### config.mk
export PLATFORM = sky130hd
export DESIGN_NAME = metered_fill_valve_controller_core
export DESIGN_NICKNAME = d
export VERILOG_FILES = /design/src/rtl/mfv_pkg.sv /design/src/rtl/mfv_tick.sv /design/src/rtl/mfv_div.sv /design/src/rtl/metered_fill_valve_controller_core.sv
export SDC_FILE = /design/constraint.sdc
export NUM_CORES = 1
export LEC_CHECK = 0
export BUFFER_PORTS_ARGS = -buffer_cell sky130_fd_sc_hd__clkbuf_2
export CORE_ASPECT_RATIO = 1.75
export CORE_UTILIZATION = 40
export DETAILED_ROUTE_END_ITERATION = 12
export SKIP_LAST_GASP = 1
export SYNTH_ARGS = -nofsm -noshare
export SYNTH_HDL_FRONTEND = slang
export SYNTH_SLANG_ARGS = --single-unit
### constraint.sdc
create_clock -name clk -period 16.3 [get_ports clk]
set_input_delay 0 -clock clk [delete_from_list [all_inputs] [get_ports clk]]
set_output_delay 0 -clock clk [all_outputs]
set_load 0.01 [all_outputs]
### src/rtl/mfv_pkg.sv
// ----------------------------------------------------------------------------
// mfv_pkg
// Shared widths, register codes, event codes and helpers for the metered
// fill valve controller.
// ----------------------------------------------------------------------------
package mfv_pkg;

	localparam int COUNT_BITS  = 20;
	localparam int TIME_BITS   = 30;
	localparam int TARGET_W    = 20;
	localparam int DEBOUNCE_W  = 20;
	localparam int MAXFILL_W   = 30;
	localparam int NOFLOW_W    = 30;
	localparam int JUGS_W      = 24;
	localparam int PCT_W       = 7;
	localparam int EVENT_W     = 3;
	localparam int CFG_IDX_W   = 2;
	localparam int CFG_DATA_W  = 30;
	localparam int CMP_W       = 32;
	localparam int DIV_STEPS   = PCT_W;
	localparam int STEP_W      = 3;
	localparam int DIV_W       = ((COUNT_BITS > TARGET_W) ? COUNT_BITS : TARGET_W) + DIV_STEPS;
	localparam int S_TDATA_W   = 8;
	localparam int M_OUT_W     = 1 + EVENT_W + PCT_W + JUGS_W;
	localparam int M_TDATA_W   = ((M_OUT_W + 7) / 8) * 8;

	localparam logic [PCT_W-1:0]      PCT_FULL         = PCT_W'(100);
	localparam logic [TARGET_W-1:0]   TARGET_RST       = TARGET_W'(7078);
	localparam logic [DEBOUNCE_W-1:0] DEBOUNCE_RST     = DEBOUNCE_W'(1000);
	localparam logic [MAXFILL_W-1:0]  MAXFILL_RST      = MAXFILL_W'(180000000);
	localparam logic [NOFLOW_W-1:0]   NOFLOW_RST       = NOFLOW_W'(10000000);

	typedef enum logic [CFG_IDX_W-1:0] {
		CFG_TARGET   = 2'd0,
		CFG_DEBOUNCE = 2'd1,
		CFG_MAX_FILL = 2'd2,
		CFG_NO_FLOW  = 2'd3
	} cfg_index_t;

	typedef enum logic [EVENT_W-1:0] {
		EV_NONE      = 3'd0,
		EV_STARTED   = 3'd1,
		EV_COMPLETED = 3'd2,
		EV_TIMEOUT   = 3'd3,
		EV_NO_FLOW   = 3'd4,
		EV_CANCELED  = 3'd5
	} event_t;

	typedef struct packed {
		logic [TARGET_W-1:0]   target;
		logic [DEBOUNCE_W-1:0] debounce;
		logic [MAXFILL_W-1:0]  max_fill;
		logic [NOFLOW_W-1:0]   no_flow;
	} cfg_t;

	typedef struct packed {
		logic                  valve_open;
		event_t                event_code;
		logic [COUNT_BITS-1:0] pulse_total;
		logic [JUGS_W-1:0]     jugs_done;
	} tick_res_t;

	function automatic logic [TIME_BITS-1:0] time_inc(input logic [TIME_BITS-1:0] v);
		return (&v) ? v : v + TIME_BITS'(1);
	endfunction

	function automatic logic [COUNT_BITS-1:0] count_inc(input logic [COUNT_BITS-1:0] v);
		return (&v) ? v : v + COUNT_BITS'(1);
	endfunction

endpackage

### src/rtl/mfv_tick.sv
// ----------------------------------------------------------------------------
// mfv_tick
// Per-tick state update: debounced pulse counting, fill supervision and
// button handling. State advances once per upd strobe.
// ----------------------------------------------------------------------------
module mfv_tick
	import mfv_pkg::*;
(
	input  logic      clk,
	input  logic      arst_n,
	input  logic      upd,
	input  logic      flow_edge,
	input  logic      button_down,
	input  cfg_t      cfg,
	output tick_res_t res
);

	logic                  fill_q, fill_n;
	logic                  rel_q, rel_n;
	logic [COUNT_BITS-1:0] pt_q, pt_n;
	logic [COUNT_BITS-1:0] lsp_q, lsp_n;
	logic [TIME_BITS-1:0]  tsp_q, tsp_n;
	logic [TIME_BITS-1:0]  fe_q, fe_n;
	logic [TIME_BITS-1:0]  tsf_q, tsf_n;
	logic [JUGS_W-1:0]     jugs_q, jugs_n;
	event_t                ev_q, ev_n;

	always_comb begin
		fill_n = fill_q;
		rel_n  = rel_q;
		pt_n   = pt_q;
		lsp_n  = lsp_q;
		fe_n   = fe_q;
		tsf_n  = tsf_q;
		jugs_n = jugs_q;
		ev_n   = EV_NONE;
		tsp_n  = time_inc(tsp_q);
		if (flow_edge && (CMP_W'(tsp_n) > CMP_W'(cfg.debounce))) begin
			pt_n  = count_inc(pt_q);
			tsp_n = '0;
		end
		if (fill_q) begin
			fe_n  = time_inc(fe_q);
			tsf_n = time_inc(tsf_q);
			if (CMP_W'(pt_n) >= CMP_W'(cfg.target)) begin
				fill_n = 1'b0;
				jugs_n = jugs_q + JUGS_W'(1);
				ev_n   = EV_COMPLETED;
			end else if (CMP_W'(fe_n) > CMP_W'(cfg.max_fill)) begin
				fill_n = 1'b0;
				ev_n   = EV_TIMEOUT;
			end else if ((pt_n == lsp_q) && (CMP_W'(tsf_n) > CMP_W'(cfg.no_flow))) begin
				fill_n = 1'b0;
				ev_n   = EV_NO_FLOW;
			end else if (pt_n != lsp_q) begin
				lsp_n = pt_n;
				tsf_n = '0;
			end
		end
		if (button_down && rel_q) begin
			rel_n = 1'b0;
			if (!fill_n) begin
				pt_n   = '0;
				fill_n = 1'b1;
				fe_n   = '0;
				lsp_n  = '0;
				tsf_n  = '0;
				ev_n   = EV_STARTED;
			end else begin
				fill_n = 1'b0;
				ev_n   = EV_CANCELED;
			end
		end else if (!button_down) begin
			rel_n = 1'b1;
		end
	end

	always_ff @(posedge clk or negedge arst_n) begin
		if (!arst_n) begin
			fill_q <= 1'b0;
			rel_q  <= 1'b1;
			pt_q   <= '0;
			lsp_q  <= '0;
			tsp_q  <= '0;
			fe_q   <= '0;
			tsf_q  <= '0;
			jugs_q <= '0;
			ev_q   <= EV_NONE;
		end else if (upd) begin
			fill_q <= fill_n;
			rel_q  <= rel_n;
			pt_q   <= pt_n;
			lsp_q  <= lsp_n;
			tsp_q  <= tsp_n;
			fe_q   <= fe_n;
			tsf_q  <= tsf_n;
			jugs_q <= jugs_n;
			ev_q   <= ev_n;
		end
	end

	assign res.valve_open  = fill_q;
	assign res.event_code  = ev_q;
	assign res.pulse_total = pt_q;
	assign res.jugs_done   = jugs_q;

`ifndef SYNTH
	a_event_valve: assert property (@(posedge clk) disable iff (!arst_n)
		(ev_q != EV_NONE) |-> (fill_q == (ev_q == EV_STARTED)))
		else $error("valve state disagrees with event code");
`endif

endmodule

### src/rtl/mfv_div.sv
// ----------------------------------------------------------------------------
// mfv_div
// Restoring divider for the fill percentage: pulse_total * 100 / target,
// one quotient bit per cycle, clamped to 100 when the target is reached.
// ----------------------------------------------------------------------------
module mfv_div
	import mfv_pkg::*;
(
	input  logic                  clk,
	input  logic                  arst_n,
	input  logic                  start,
	input  logic [COUNT_BITS-1:0] pulse_total,
	input  logic [TARGET_W-1:0]   target,
	output logic                  done,
	output logic [PCT_W-1:0]      percent
);

	logic              busy_q;
	logic              done_q;
	logic [STEP_W-1:0] step_q;
	logic [DIV_W-1:0]  rem_q;
	logic [DIV_W-1:0]  dsh_q;
	logic [PCT_W-1:0]  quo_q;
	logic              full;

	assign full = (CMP_W'(pulse_total) >= CMP_W'(target));

	always_ff @(posedge clk or negedge arst_n) begin
		if (!arst_n) begin
			busy_q <= 1'b0;
			done_q <= 1'b0;
			step_q <= '0;
		end else begin
			done_q <= 1'b0;
			if (start) begin
				if (full) begin
					busy_q <= 1'b0;
					done_q <= 1'b1;
				end else begin
					busy_q <= 1'b1;
					step_q <= STEP_W'(DIV_STEPS - 1);
				end
			end else if (busy_q) begin
				step_q <= step_q - STEP_W'(1);
				if (step_q == '0) begin
					busy_q <= 1'b0;
					done_q <= 1'b1;
				end
			end
		end
	end

	always_ff @(posedge clk) begin
		if (start) begin
			rem_q <= DIV_W'(pulse_total) * DIV_W'(100);
			dsh_q <= DIV_W'(target) << (DIV_STEPS - 1);
			quo_q <= full ? PCT_FULL : '0;
		end else if (busy_q) begin
			if (rem_q >= dsh_q) begin
				rem_q <= rem_q - dsh_q;
				quo_q <= {quo_q[PCT_W-2:0], 1'b1};
			end else begin
				quo_q <= {quo_q[PCT_W-2:0], 1'b0};
			end
			dsh_q <= dsh_q >> 1;
		end
	end

	assign done    = done_q;
	assign percent = quo_q;

`ifndef SYNTH
	a_pct_range: assert property (@(posedge clk) disable iff (!arst_n)
		done_q |-> (quo_q <= PCT_FULL))
		else $error("percent above full scale");
	a_no_restart: assert property (@(posedge clk) disable iff (!arst_n)
		busy_q |-> !start)
		else $error("divider restarted while busy");
	a_step_load: assert property (@(posedge clk) disable iff (!arst_n)
		$rose(busy_q) |-> (step_q == STEP_W'(DIV_STEPS - 1)))
		else $error("divider step count not loaded");
`endif

endmodule

### src/rtl/metered_fill_valve_controller_core.sv
// ----------------------------------------------------------------------------
// metered_fill_valve_controller_core
// Tick-driven fill valve controller with debounced flow counting, time and
// no-flow supervision, button start/cancel and percent progress output.
// ----------------------------------------------------------------------------
// Sequence: ticks are taken only in S_IDLE; each then passes S_TICK, S_START and
//   S_WAIT to S_OUT, which registers the result and raises tvalid, waiting while
//   a result stalls. The seven-step restoring divider forms the percentage and
//   skips its steps when progress is already full (pulse count at or above target).
// Reset: arst_n clears control and output state and loads config defaults.
module metered_fill_valve_controller_core
	import mfv_pkg::*;
(
	input  logic                  clk,
	input  logic                  arst_n,
	input  logic                  s_axis_tvalid,
	output logic                  s_axis_tready,
	input  logic [S_TDATA_W-1:0]  s_axis_tdata,  // flow_edge, button_down
	output logic                  m_axis_tvalid,
	input  logic                  m_axis_tready,
	output logic [M_TDATA_W-1:0]  m_axis_tdata,  // valve_open, event_code,
	                                             // progress_percent, jugs_done
	input  logic                  cfg_valid,
	output logic                  cfg_ready,
	input  logic [CFG_IDX_W-1:0]  cfg_index,
	input  logic [CFG_DATA_W-1:0] cfg_data
);

	typedef enum logic [2:0] {
		S_IDLE,
		S_TICK,
		S_START,
		S_WAIT,
		S_OUT
	} state_t;

	state_t                state_q;
	cfg_t                  cfg_q;
	logic                  flow_q;
	logic                  button_q;
	logic                  out_valid_q;
	logic [M_TDATA_W-1:0]  out_data_q;
	tick_res_t             res;
	logic                  div_done;
	logic [PCT_W-1:0]      pct;
	logic                  in_xfer;

	assign s_axis_tready = (state_q == S_IDLE);
	assign in_xfer       = s_axis_tvalid && s_axis_tready;
	assign cfg_ready     = 1'b1;

	always_ff @(posedge clk or negedge arst_n) begin
		if (!arst_n) begin
			cfg_q.target   <= TARGET_RST;
			cfg_q.debounce <= DEBOUNCE_RST;
			cfg_q.max_fill <= MAXFILL_RST;
			cfg_q.no_flow  <= NOFLOW_RST;
		end else if (cfg_valid && cfg_ready) begin
			case (cfg_index)
				CFG_TARGET:   cfg_q.target   <= cfg_data[TARGET_W-1:0];
				CFG_DEBOUNCE: cfg_q.debounce <= cfg_data[DEBOUNCE_W-1:0];
				CFG_MAX_FILL: cfg_q.max_fill <= cfg_data[MAXFILL_W-1:0];
				CFG_NO_FLOW:  cfg_q.no_flow  <= cfg_data[NOFLOW_W-1:0];
				default: ;
			endcase
		end
	end

	always_ff @(posedge clk) begin
		if (in_xfer) begin
			flow_q   <= s_axis_tdata[0];
			button_q <= s_axis_tdata[1];
		end
	end

	mfv_tick u_tick (
		.clk         (clk),
		.arst_n      (arst_n),
		.upd         (state_q == S_TICK),
		.flow_edge   (flow_q),
		.button_down (button_q),
		.cfg         (cfg_q),
		.res         (res)
	);

	mfv_div u_div (
		.clk         (clk),
		.arst_n      (arst_n),
		.start       (state_q == S_START),
		.pulse_total (res.pulse_total),
		.target      (cfg_q.target),
		.done        (div_done),
		.percent     (pct)
	);

	always_ff @(posedge clk or negedge arst_n) begin
		if (!arst_n) begin
			state_q     <= S_IDLE;
			out_valid_q <= 1'b0;
			out_data_q  <= '0;
		end else begin
			if (out_valid_q && m_axis_tready && (state_q != S_OUT)) begin
				out_valid_q <= 1'b0;
			end
			case (state_q)
				S_IDLE: begin
					if (in_xfer) begin
						state_q <= S_TICK;
					end
				end
				S_TICK: begin
					state_q <= S_START;
				end
				S_START: begin
					state_q <= S_WAIT;
				end
				S_WAIT: begin
					if (div_done) begin
						state_q <= S_OUT;
					end
				end
				S_OUT: begin
					if (!out_valid_q || m_axis_tready) begin
						out_valid_q <= 1'b1;
						out_data_q  <= M_TDATA_W'({res.jugs_done, pct,
							res.event_code, res.valve_open});
						state_q     <= S_IDLE;
					end
				end
				default: begin
					state_q <= S_IDLE;
				end
			endcase
		end
	end

	assign m_axis_tvalid = out_valid_q;
	assign m_axis_tdata  = out_data_q;

`ifndef SYNTH
	a_busy_after_in: assert property (@(posedge clk) disable iff (!arst_n)
		in_xfer |=> !s_axis_tready)
		else $error("input accepted while a tick is in progress");
	a_out_from_seq: assert property (@(posedge clk) disable iff (!arst_n)
		$rose(out_valid_q) |-> $past(state_q == S_OUT))
		else $error("result raised outside the output step");
	a_done_in_wait: assert property (@(posedge clk) disable iff (!arst_n)
		div_done |-> (state_q == S_WAIT))
		else $error("divider finished outside the wait step");
`endif

endmodule
# Word-level counts from Yosys, hierarchy flattened
# Index checks and enable logic that the tools add are counted.
# totals
register_bits	365
wordCells	149
in_bits	45
# classes
order_cmp	6
addsub	7
eq_ne	15
n_mul	1
mux	66
n_reduce_logical	28
# op_table
operator	n
$mux W30	14
$mux W20	11
$add A30 B1 Y30 const B	3
$reduce_and A30 Y1	3
$mux W27	3
$gt A30 B30 Y1	2
$mux W26	2
$ge A20 B20 Y1	2
$mux W3	12
$gt A30 B20 Y1	1
$ge A27 B26 Y1	1
$sub A27 B26 Y27	1
$mul A20 B5 Y25 const B	1
$add A24 B1 Y24 const B	1
$mux W7	3
$add A20 B1 Y20 const B	1
$eq A20 B20 Y1	1
$mux W1	20
$ne A20 B20 Y1	1
$reduce_and A20 Y1	1
$reduce_and A2 Y1	9
$pmux W3 S5	1
$eq A3 B2 Y1 const B	2
$logic_and A1 B1 Y1	6
14 further kinds	21

# Logic depth before layout (Yosys ltp)
# Gate-level depths: netlist of run 1.
# depth
depth_word	13
depth_mapped	37
mapped_depth_nobuf	33

# Cells and area by module
# A second synthesis of run 1 with hierarchy kept.
# unflattened
cells_unflattened	2506
hier_area_um2	24619.9
# modules_own_cells
mod	n_inst	area_per_inst_um2	seq_area_each_um2	cells_per_inst
mfv_tick	1	12435.7	3980.1	1454
mfv_div	1	6690.2	1846.8	733
metered_fill_valve_controller_core	1	5494.0	3579.7	319

# Worst setup path before layout of run 1
# No wires, ideal clock.
# synth_timing
kind	reg-to-reg
from	register u_tick.tsp_q[0]
to	register u_tick.lsp_q[12]
setup_ns	0.122
t_arrival_ns	6.685
period_less_slack_ns	6.807
setup_slack_ns	9.493
path_stages_with_launch	36
path_buffers	2
cell_sequence	dfrtp_1 ha_1 and3_1 buf_2 nand2_1 nor2_1 nand3_1 nand2b_1 nor2_1 nand2_1 nor2_1 xor2_1 ha_1 a21oi_1 o21a_1 o211ai_1 o211ai_1 nand4_2 nor3_1 nor2_1 xnor2_1 ha_1 nand2b_1 a21o_1 a21o_1 a21oi_1 nor2b_1 o21ai_0 a21oi_1 a211oi_1 nor2_1 nor3_1 nand2_2 o311a_1 buf_4 a32o_1
# synth_between
elab_chain_len	13
word_cells_on_any_way	21
cone_classes	add/sub: 1; order compare: 2; eq/ne: 2; mux: 13; reduce/logical: 3
# synth_lines
element	line	rtl
from (decl)	mfv_tick.sv:22	logic [TIME_BITS-1:0] tsp_q, tsp_n;
from (signal assigned)	mfv_tick.sv:94	tsp_q <= tsp_n;
$add A30 B1 Y30 / $reduce_and A30 Y1 (equally long branches)	mfv_pkg.sv:64	return (&v) ? v : v + TIME_BITS'(1);
$mux W30 *	mfv_pkg.sv:64	
$gt A30 B20 Y1 *	mfv_tick.sv:38	if (flow_edge && (CMP_W'(tsp_n) > CMP_W'(cfg.debounce))) begin
$logic_and A1 B1 Y1 *	mfv_tick.sv:38	
$mux W20 *	mfv_tick.sv:38	
parallel branches: the longest is 7 deep, another holds $ge A20 B20 Y1	-	
$mux W20 *	mfv_tick.sv:60	if (button_down && rel_q) begin
to (signal assigned)	mfv_tick.sv:93	lsp_q <= lsp_n;
to (decl)	mfv_tick.sv:21	logic [COUNT_BITS-1:0] lsp_q, lsp_n;
# Mark *: on every way between the ends.
# A chain may end at the register's enable or synchronous reset.

# Worst setup path after layout of run 1
# layout_timing
from	register u_tick.tsp_q[0]
to	register u_tick.lsp_q[19]
# Same word-level chain as after synthesis.

==> results of run 1 <==
-- path summary, 6_finish.rpt --
path,slack [ns],start,to
setup / recovery,6.06,u_tick.tsp_q[0]$_DFFE_PN0P_,u_tick.lsp_q[19]$_DFFE_PN0P_
hold / removal,0.03,cfg_index[0],cfg_q[89]$_DFFE_PN1P_
setup reg to reg,6.06,u_tick.tsp_q[0]$_DFFE_PN0P_,u_tick.lsp_q[19]$_DFFE_PN0P_
hold reg to reg,0.43,button_q$_DFFE_PP_,u_tick.rel_q$_DFFE_PN1P_
max in group asynchronous,14.80,arst_n,cfg_q[74]$_DFFE_PN0P_
min in group asynchronous,0.05,arst_n,m_axis_tdata[4]$_DFFE_PN0P_
-- area by class of cell --
type | instances | area, um2
clock buffer | 58 | 1240
sequential | 365 | 9410
tap | 786 | 983
fill | 5755 | 33000
clock inverter | 15 | 188
timing repair buffer | 135 | 923
inverter | 243 | 912
multi-input combinational | 1832 | 13500
-- stage by stage --
| step | utilization (%) | worst slack [ns] |
|---|---|---|
| 6_report | 45.2 | 6.06 |
| 2_1_floorplan | - | 9.49 |
| 4_1_cts | 45.2 | 6.08 |
| 5_1_grt | 45.2 | 5.43 |
| 3_3_place_gp | 42.2 | 6.29 |
| 3_5_place_dp | 42.2 | 6.16 |
-- cells in the final DEF (no fill, tap or decap), drive strengths merged, types with 16 or more instances in the layout --
master,n
dlygate4sd3,35
o22ai,28
nor3,42
o2bb2ai,28
nor4,29
o211ai,22
o31ai,20
o21ai,120
a21oi,83
a21o,44
dfrtp,269
nand4,58
nand2,233
fa,16
xnor2,93
nand2b,22
ha,217
o21a,25
and3,40
a31oi,25
nor2,130
dfstp,34
xor2,65
and2,25
edfxtp,54
clkbuf,132
nand3,110
inv,245
nor2b,26
a22o,26
mux2,120
buf,26
a32o,27
-- cell usage after synthesis, drive strengths merged (54+ instances only) --
cell type | instances | area [um2]
a21oi | 83 | 415
clkbuf | 58 | 219
mux2 | 120 | 1350
dfrtp | 269 | 6730
inv | 242 | 908
nor2 | 130 | 488
o21ai | 120 | 604
ha | 217 | 2720
edfxtp | 54 | 1620
nand4 | 58 | 382
nand2 | 233 | 877
nand3 | 110 | 556
xor2 | 65 | 569
xnor2 | 93 | 815
-- critical path, delay by kind of cell (launching register included) --
kind	cells	cell delay, ns
simple gates	17	4.78
flops	1	0.43
fa+ha+maj	3	0.83
xor+xnor	2	0.54
compound gates	9	3.11
buf+inv	1	0.37
-- layer usage --
metal | GRT usage (%) | vias to the layer above
li1 | - | 9256
met1 | 23.5 | 9630
met3 | 2.83 | 206
met2 | 42.8 | 495
met5 | 0 | -
met4 | 15.9 | 0
-- cells by family after synthesis --
family | Yosys count
and+or+nand+nor | 765
AOI/OAI and AO/OA | 538
DFF | 365
buffers and inverters | 342
adders and majority gates | 233
other | 2
xor gates and xnor gates | 158
muxes | 132
-- registers in the layout, summed over array words and instances (netlist names), 24 cells and up --
signal,count
m_axis_tdata,35
u_div.rem_q,27
u_tick.fe_q,30
u_div.dsh_q,26
cfg_q,100
u_tick.jugs_q,24
u_tick.tsp_q,30
u_tick.tsf_q,30
-- timing repair --
action,4_1_cts,5_1_grt
endpoints found under the hold margin,196,0
hold buffers,35,0
gates resized for setup,0,0
-- power groups by stage --
stage	combinational (mW)	clock [mW]	sequential (mW)
after floorplan	0.920	0	1.24
after global placement	1.23	0	1.26
after detailed placement	1.26	0	1.27
after CTS	1.27	1.01	1.25
after global routing	1.40	1.04	1.28
final	1.27	0.988	1.25
==> impl_metrics.csv, run 1 <==
group,metric,value,unit
finish,synthToLayoutAreaGrowth,11.9,%
setup_path,timing.setup.critical_path_class,"register to register",
setup_path,worst-endpoint-arrival,10.69,ns
clock_tree,clk_pin_slew_worst_paths,0.07,ns
routing,maxUsedRoutingLayer,"met4",
sta,slew_viol_final,0,
routing,dr_wl_met2,36800,um
setup_path,worst_reg2reg_path_length_in_cells,32,
sta,worst-slew-pin-transition,1.22,ns
routing,met1Wirelength,25500,um
routing,vias,19600,
clock_tree,cts.path.max_buffers,3,
logic_synthesis,synth_xor_xnor_area_share,5.70,%
sta,post_layout_minimum_cycle_time,10.24,ns
logic_synthesis,register_bit_total_from_synthesis,365,
clock_tree,clockRootBuffer,"sky130_fd_sc_hd__clkbuf_16",
placement,place_hpwl,52500,um
sta,report.final.hold_viol_count,0,
global_routing,track_usage,22.9,%
finish,num-nets-final,2895,
sta,achievable-frequency,97.7,MHz
setup_path,critPathMaxFanout,20,
logic_synthesis,main_combinational_cell_family_by_area_after_synthesis,"simple AND/OR/NAND/NOR gates",
setup_path,required,16.75,ns
finish,layout_cells_sized_above_1,13.9,%
pwr,total_switching_power,1.29,mW
hold_path,holdPathStages,5,
setup_path,cpMostUsedCell,"sky130_fd_sc_hd__nor2_1",
pwr,vdd_drop_max,0.0000863,V
placement,dp.cells,3326,
logic_synthesis,synth-edff-count,54,
global_routing,maximum_number_of_pins_on_one_net_before_global_route_repair,93,
logic_synthesis,synthesis.instances,2535,
logic_synthesis,synth_simple_gate_area_share,15.7,%
routing,routedWlPerCell,20.3,um
hold_path,min-delay-path-class,"primary input to register",
logic_synthesis,synthesis.area,24300,um2
die,initial_utilization,40.4,%
clock_tree,cts_htree_levels,2,
routing,detail_route.wirelength,69800,um
pwr,clkPwrFrac,28.1,%
die,floorplan.io_pins,88,
logic_synthesis,ys_seq_area_share,38.7,%
global_routing,grt-ovfl-total,0,
outcome,outcome,"finished clean",
placement,postPlaceCellArea,25400,um2
sta,rsz0062_at_grt,"no",
pwr,power_frac_comb,36.2,%
logic_synthesis,synth_async_sr_flop_share,83.0,%
sta,whs,0.0257,ns
setup_path,slowest_delay,0.98,ns
die,floorplan.die.width,188,um
pwr,seq_power_share,35.7,%
die,die-area,61700,um2
logic_synthesis,synth_adder_area_share,12.5,%
pwr,p_int,2.22,mW
logic_synthesis,muxShareOfSynthArea,6.06,%
setup_path,worst_path_max_delay_cell,"sky130_fd_sc_hd__o31ai_2",
die,placement_rows,119,
clock_tree,postcts_setup_bufs,0,
logic_synthesis,netlist-cell-type-count,90,
logic_synthesis,ys_warn_count,0,
clock_tree,clk_latency,0.59,ns
finish,antenna_cells_inserted,0,
routing,detail-route-antenna-nets,0,
finish,finish.instance_area,27200,um2
routing,drt_iter0_drc,944,
pwr,switching_share,36.8,%
sta,totalNegativeSetupSlack,0,ns
logic_synthesis,avgSynthCellArea,9.58,um2
finish,finish.cell_count_without_fillers,3434,
run,cap_violations,0,
routing,drc_errors,0,
pwr,leakage_power_total,12.9,nW
sta,finalSetupViolations,0,
placement,routabilityCongestion,0.976,
clock_tree,number_of_buffers_created_by_cts,40,
logic_synthesis,synth-compound-area-share,15.5,%
sta,final.setup_skew,0.0318,ns
pwr,design_power_total,3.51,mW
global_routing,antenna_found_initial,0,
global_routing,grt_pass1_wl,110000,um
die,fp.dieH,328,um
sta,final_min_period_over_clock_period,62.8,%
clock_tree,cts.sinks,365,
die,fp.coreArea,60200,um2
pwr,power.density,129,nW/um2
placement,io_buffers,75,
setup_path,crit_path_start_kind,"register",
routing,routed_via_density,5.70,
routing,detailedRoute.firstPassIterationCount,5,
setup_path,category_of_the_worst_setup_path_capture_point,"register",
logic_synthesis,dominantRegCellSynth,"sky130_fd_sc_hd__dfrtp_1",
routing,wl_met3,2360,um
clock_tree,tritoncts,"built",
global_routing,grt_pass1_vias,20300,
sta,slew_headroom,18.3,%
Note: power is estimated with default switching activity, not from simulation.
==> run 2, diff against run 1 <==
==> constraint.sdc (replaced) <==
create_clock -name clk -period 8.5 [get_ports clk]
set_input_delay 0 -clock clk [delete_from_list [all_inputs] [get_ports clk]]
set_output_delay 0 -clock clk [all_outputs]
set_load 0.01 [all_outputs]
==> run 2 against run 1 <==
Against the previous run:
- register-to-register slack got worse by 5.3 ns
- combinational power up 96%
- global-route usage about the same
- die area stayed put
- fmax grew 32%
- count of clock-buffer cells in the layout is 2 lower
- cell count grew 0.76%
- worst hold slack better by 0.0057 ns
- utilization rose by 0.32 points
- largest cell class unchanged
==> impl_metrics.csv, run 2 (synthesis results as in run 1) <==
group,metric,value,unit
finish,num-nets-final,2922,
pwr,vdd_drop_max,0.000165,V
global_routing,met1_global_route_usage,23.5,%
die,placement_rows,119,
global_routing,track_usage,22.9,%
run,cap_violations,0,
routing,drt_iter0_drc,1121,
global_routing,grt-ovfl-total,0,
placement,routabilityCongestion,0.983,
global_routing,antenna_found_initial,0,
die,fp.dieH,328,um
sta,worst-slew-pin-transition,1.17,ns
clock_tree,cts.sinks,365,
pwr,power.density,244,nW/um2
clock_tree,cts_htree_levels,2,
routing,drc_errors,0,
pwr,switching_share,37.2,%
finish,finish.utilization,45.5,%
finish,synthToLayoutAreaGrowth,12.7,%
sta,final.setup_skew,0.0216,ns
routing,detailedRoute.firstPassIterationCount,6,
pwr,p_int,4.20,mW
sta,totalNegativeSetupSlack,0,ns
setup_path,critPathMaxFanout,47,
setup_path,category_of_the_worst_setup_path_capture_point,"register",
clock_tree,clk_pin_slew_worst_paths,0.06,ns
sta,report.final.hold_viol_count,0,
outcome,outcome,"finished clean",
sta,finalSetupViolations,0,
placement,postPlaceCellArea,25600,um2
pwr,design_power_total,6.68,mW
placement,place_hpwl,52500,um
finish,largest_register,"cfg_q",
global_routing,grtUsageMet3,3.23,%
setup_path,slowest_delay,0.50,ns
clock_tree,cts.path.max_buffers,3,
global_routing,grt_pass1_vias,20300,
sta,whs,0.0315,ns
setup_path,worst-endpoint-arrival,8.26,ns
clock_tree,clk_latency,0.59,ns
die,fp.coreArea,60200,um2
finish,antenna_cells_inserted,0,
routing,routed_via_density,5.69,
sta,slew_headroom,21.9,%
global_routing,grt-busiest-layer,"met2",
finish,finish.instance_area,27400,um2
sta,rsz0062_at_grt,"no",
clock_tree,clockRootBuffer,"sky130_fd_sc_hd__clkbuf_16",
finish,largest_register_ffs,100,
setup_path,crit_path_start_kind,"register",
die,floorplan.die.width,188,um
pwr,leakage_power_total,13.0,nW
sta,final_min_period_over_clock_period,91.3,%
setup_path,required,9.00,ns
pwr,total_switching_power,2.48,mW
setup_path,worst_path_max_delay_cell,"sky130_fd_sc_hd__o31ai_4",
routing,vias,19700,
placement,io_buffers,75,
die,die-area,61700,um2
clock_tree,number_of_buffers_created_by_cts,39,
routing,routedWlPerCell,20.2,um
finish,layout_cells_sized_above_1,14.6,%
pwr,power_frac_comb,37.3,%
die,initial_utilization,40.4,%
hold_path,min-delay-path-class,"primary input to register",
setup_path,timing.setup.critical_path_class,"register to register",
sta,post_layout_minimum_cycle_time,7.76,ns
routing,detail_route.wirelength,69800,um
pwr,seq_power_share,36.0,%
clock_tree,postcts_setup_bufs,0,
global_routing,met2_track_usage_gr,43.4,%
routing,detail-route-antenna-nets,0,
sta,achievable-frequency,129,MHz
global_routing,maximum_number_of_pins_on_one_net_before_global_route_repair,156,
pwr,clkPwrFrac,26.7,%
finish,most-common-layout-cells,"sky130_fd_sc_hd__dfrtp_1 (269), sky130_fd_sc_hd__inv_1 (242), sky130_fd_sc_hd__nand2_1 (232)",
finish,leading_cell_type_in_the_layout_fill_and_taps_excluded,"sky130_fd_sc_hd__dfrtp_1",
die,floorplan.io_pins,88,
sta,slew_viol_final,0,
clock_tree,tritoncts,"built",
global_routing,grt_pass1_wl,110000,um
-- run 2: final timing paths --
kind | startpoint | end | slack, ns | depth (start not counted)
hold / removal | cfg_index[0] | cfg_q[86]$_DFFE_PN0P_ | 0.03 | 4
hold reg to reg | u_div.rem_q[0]$_SDFFE_PP0P_ | u_div.rem_q[0]$_SDFFE_PP0P_ | 0.45 | 2
min in group asynchronous | arst_n | m_axis_tdata[4]$_DFFE_PN0P_ | 0.06 | 2
setup / recovery | u_tick.tsp_q[0]$_DFFE_PN0P_ | u_tick.fe_q[3]$_DFFE_PN0P_ | 0.74 | 31
max in group asynchronous | arst_n | u_tick.lsp_q[19]$_DFFE_PN0P_ | 7.04 | 3
setup reg to reg | u_tick.tsp_q[0]$_DFFE_PN0P_ | u_tick.fe_q[3]$_DFFE_PN0P_ | 0.74 | 31
-- run 2: what timing repair did --
item | CTS | global route
hold buffers | 42 | 0
gates resized for setup | 0 | 1
endpoints found under the hold margin | 200 | 0
endpoints found under the setup margin | 0 | 6
-- run 2: per-layer routing --
| layer | wire, um | vias up |
|---|---|---|
| met5 | 0 | - |
| li1 | - | 9313 |
| met4 | 4340 | 0 |
| met1 | 25900 | 9632 |
| met2 | 37100 | 536 |
| met3 | 2450 | 203 |
-- run 2: stage by stage --
step | setup WS, ns | instances
after floorplan | 1.69 | 2539
after detailed placement | 0.721 | 3347
after global placement | 0.741 | 3347
final | 0.744 | 3460
after CTS | 0.642 | 3460
after global routing | 0.0337 | 3460
-- run 2: power by group through the flow --
| stage | clock network, mW | registers [mW] | logic (mW) |
|---|---|---|---|
| 6_report | 1.78 | 2.41 | 2.49 |
| 5_1_grt | 1.90 | 2.45 | 2.74 |
| 4_1_cts | 1.83 | 2.41 | 2.49 |
| 3_5_place_dp | 0 | 2.44 | 2.45 |
| 3_3_place_gp | 0 | 2.42 | 2.39 |
| 2_1_floorplan | 0 | 2.38 | 1.76 |
-- run 2: cell type report --
class / count / area (um2)
repair buffers: 163 / 1210
flip-flops and latches: 365 / 9410
fillers: 5774 / 32800
clock buffers: 56 / 1200
well taps: 786 / 983
inverters: 243 / 912
clock inverters: 15 / 129
multi-input cells: 1832 / 13500
-- run 2: worst max-delay path, delay by kind of cell (launching register included) --
family | cells | cell delay, ns
xor gates and xnor gates | 2 | 0.47
buffers and inverters | 1 | 0.26
adders and majority gates | 3 | 0.83
DFF | 1 | 0.44
AOI/OAI and AO/OA | 10 | 2.19
and+or+nand+nor | 15 | 3.45
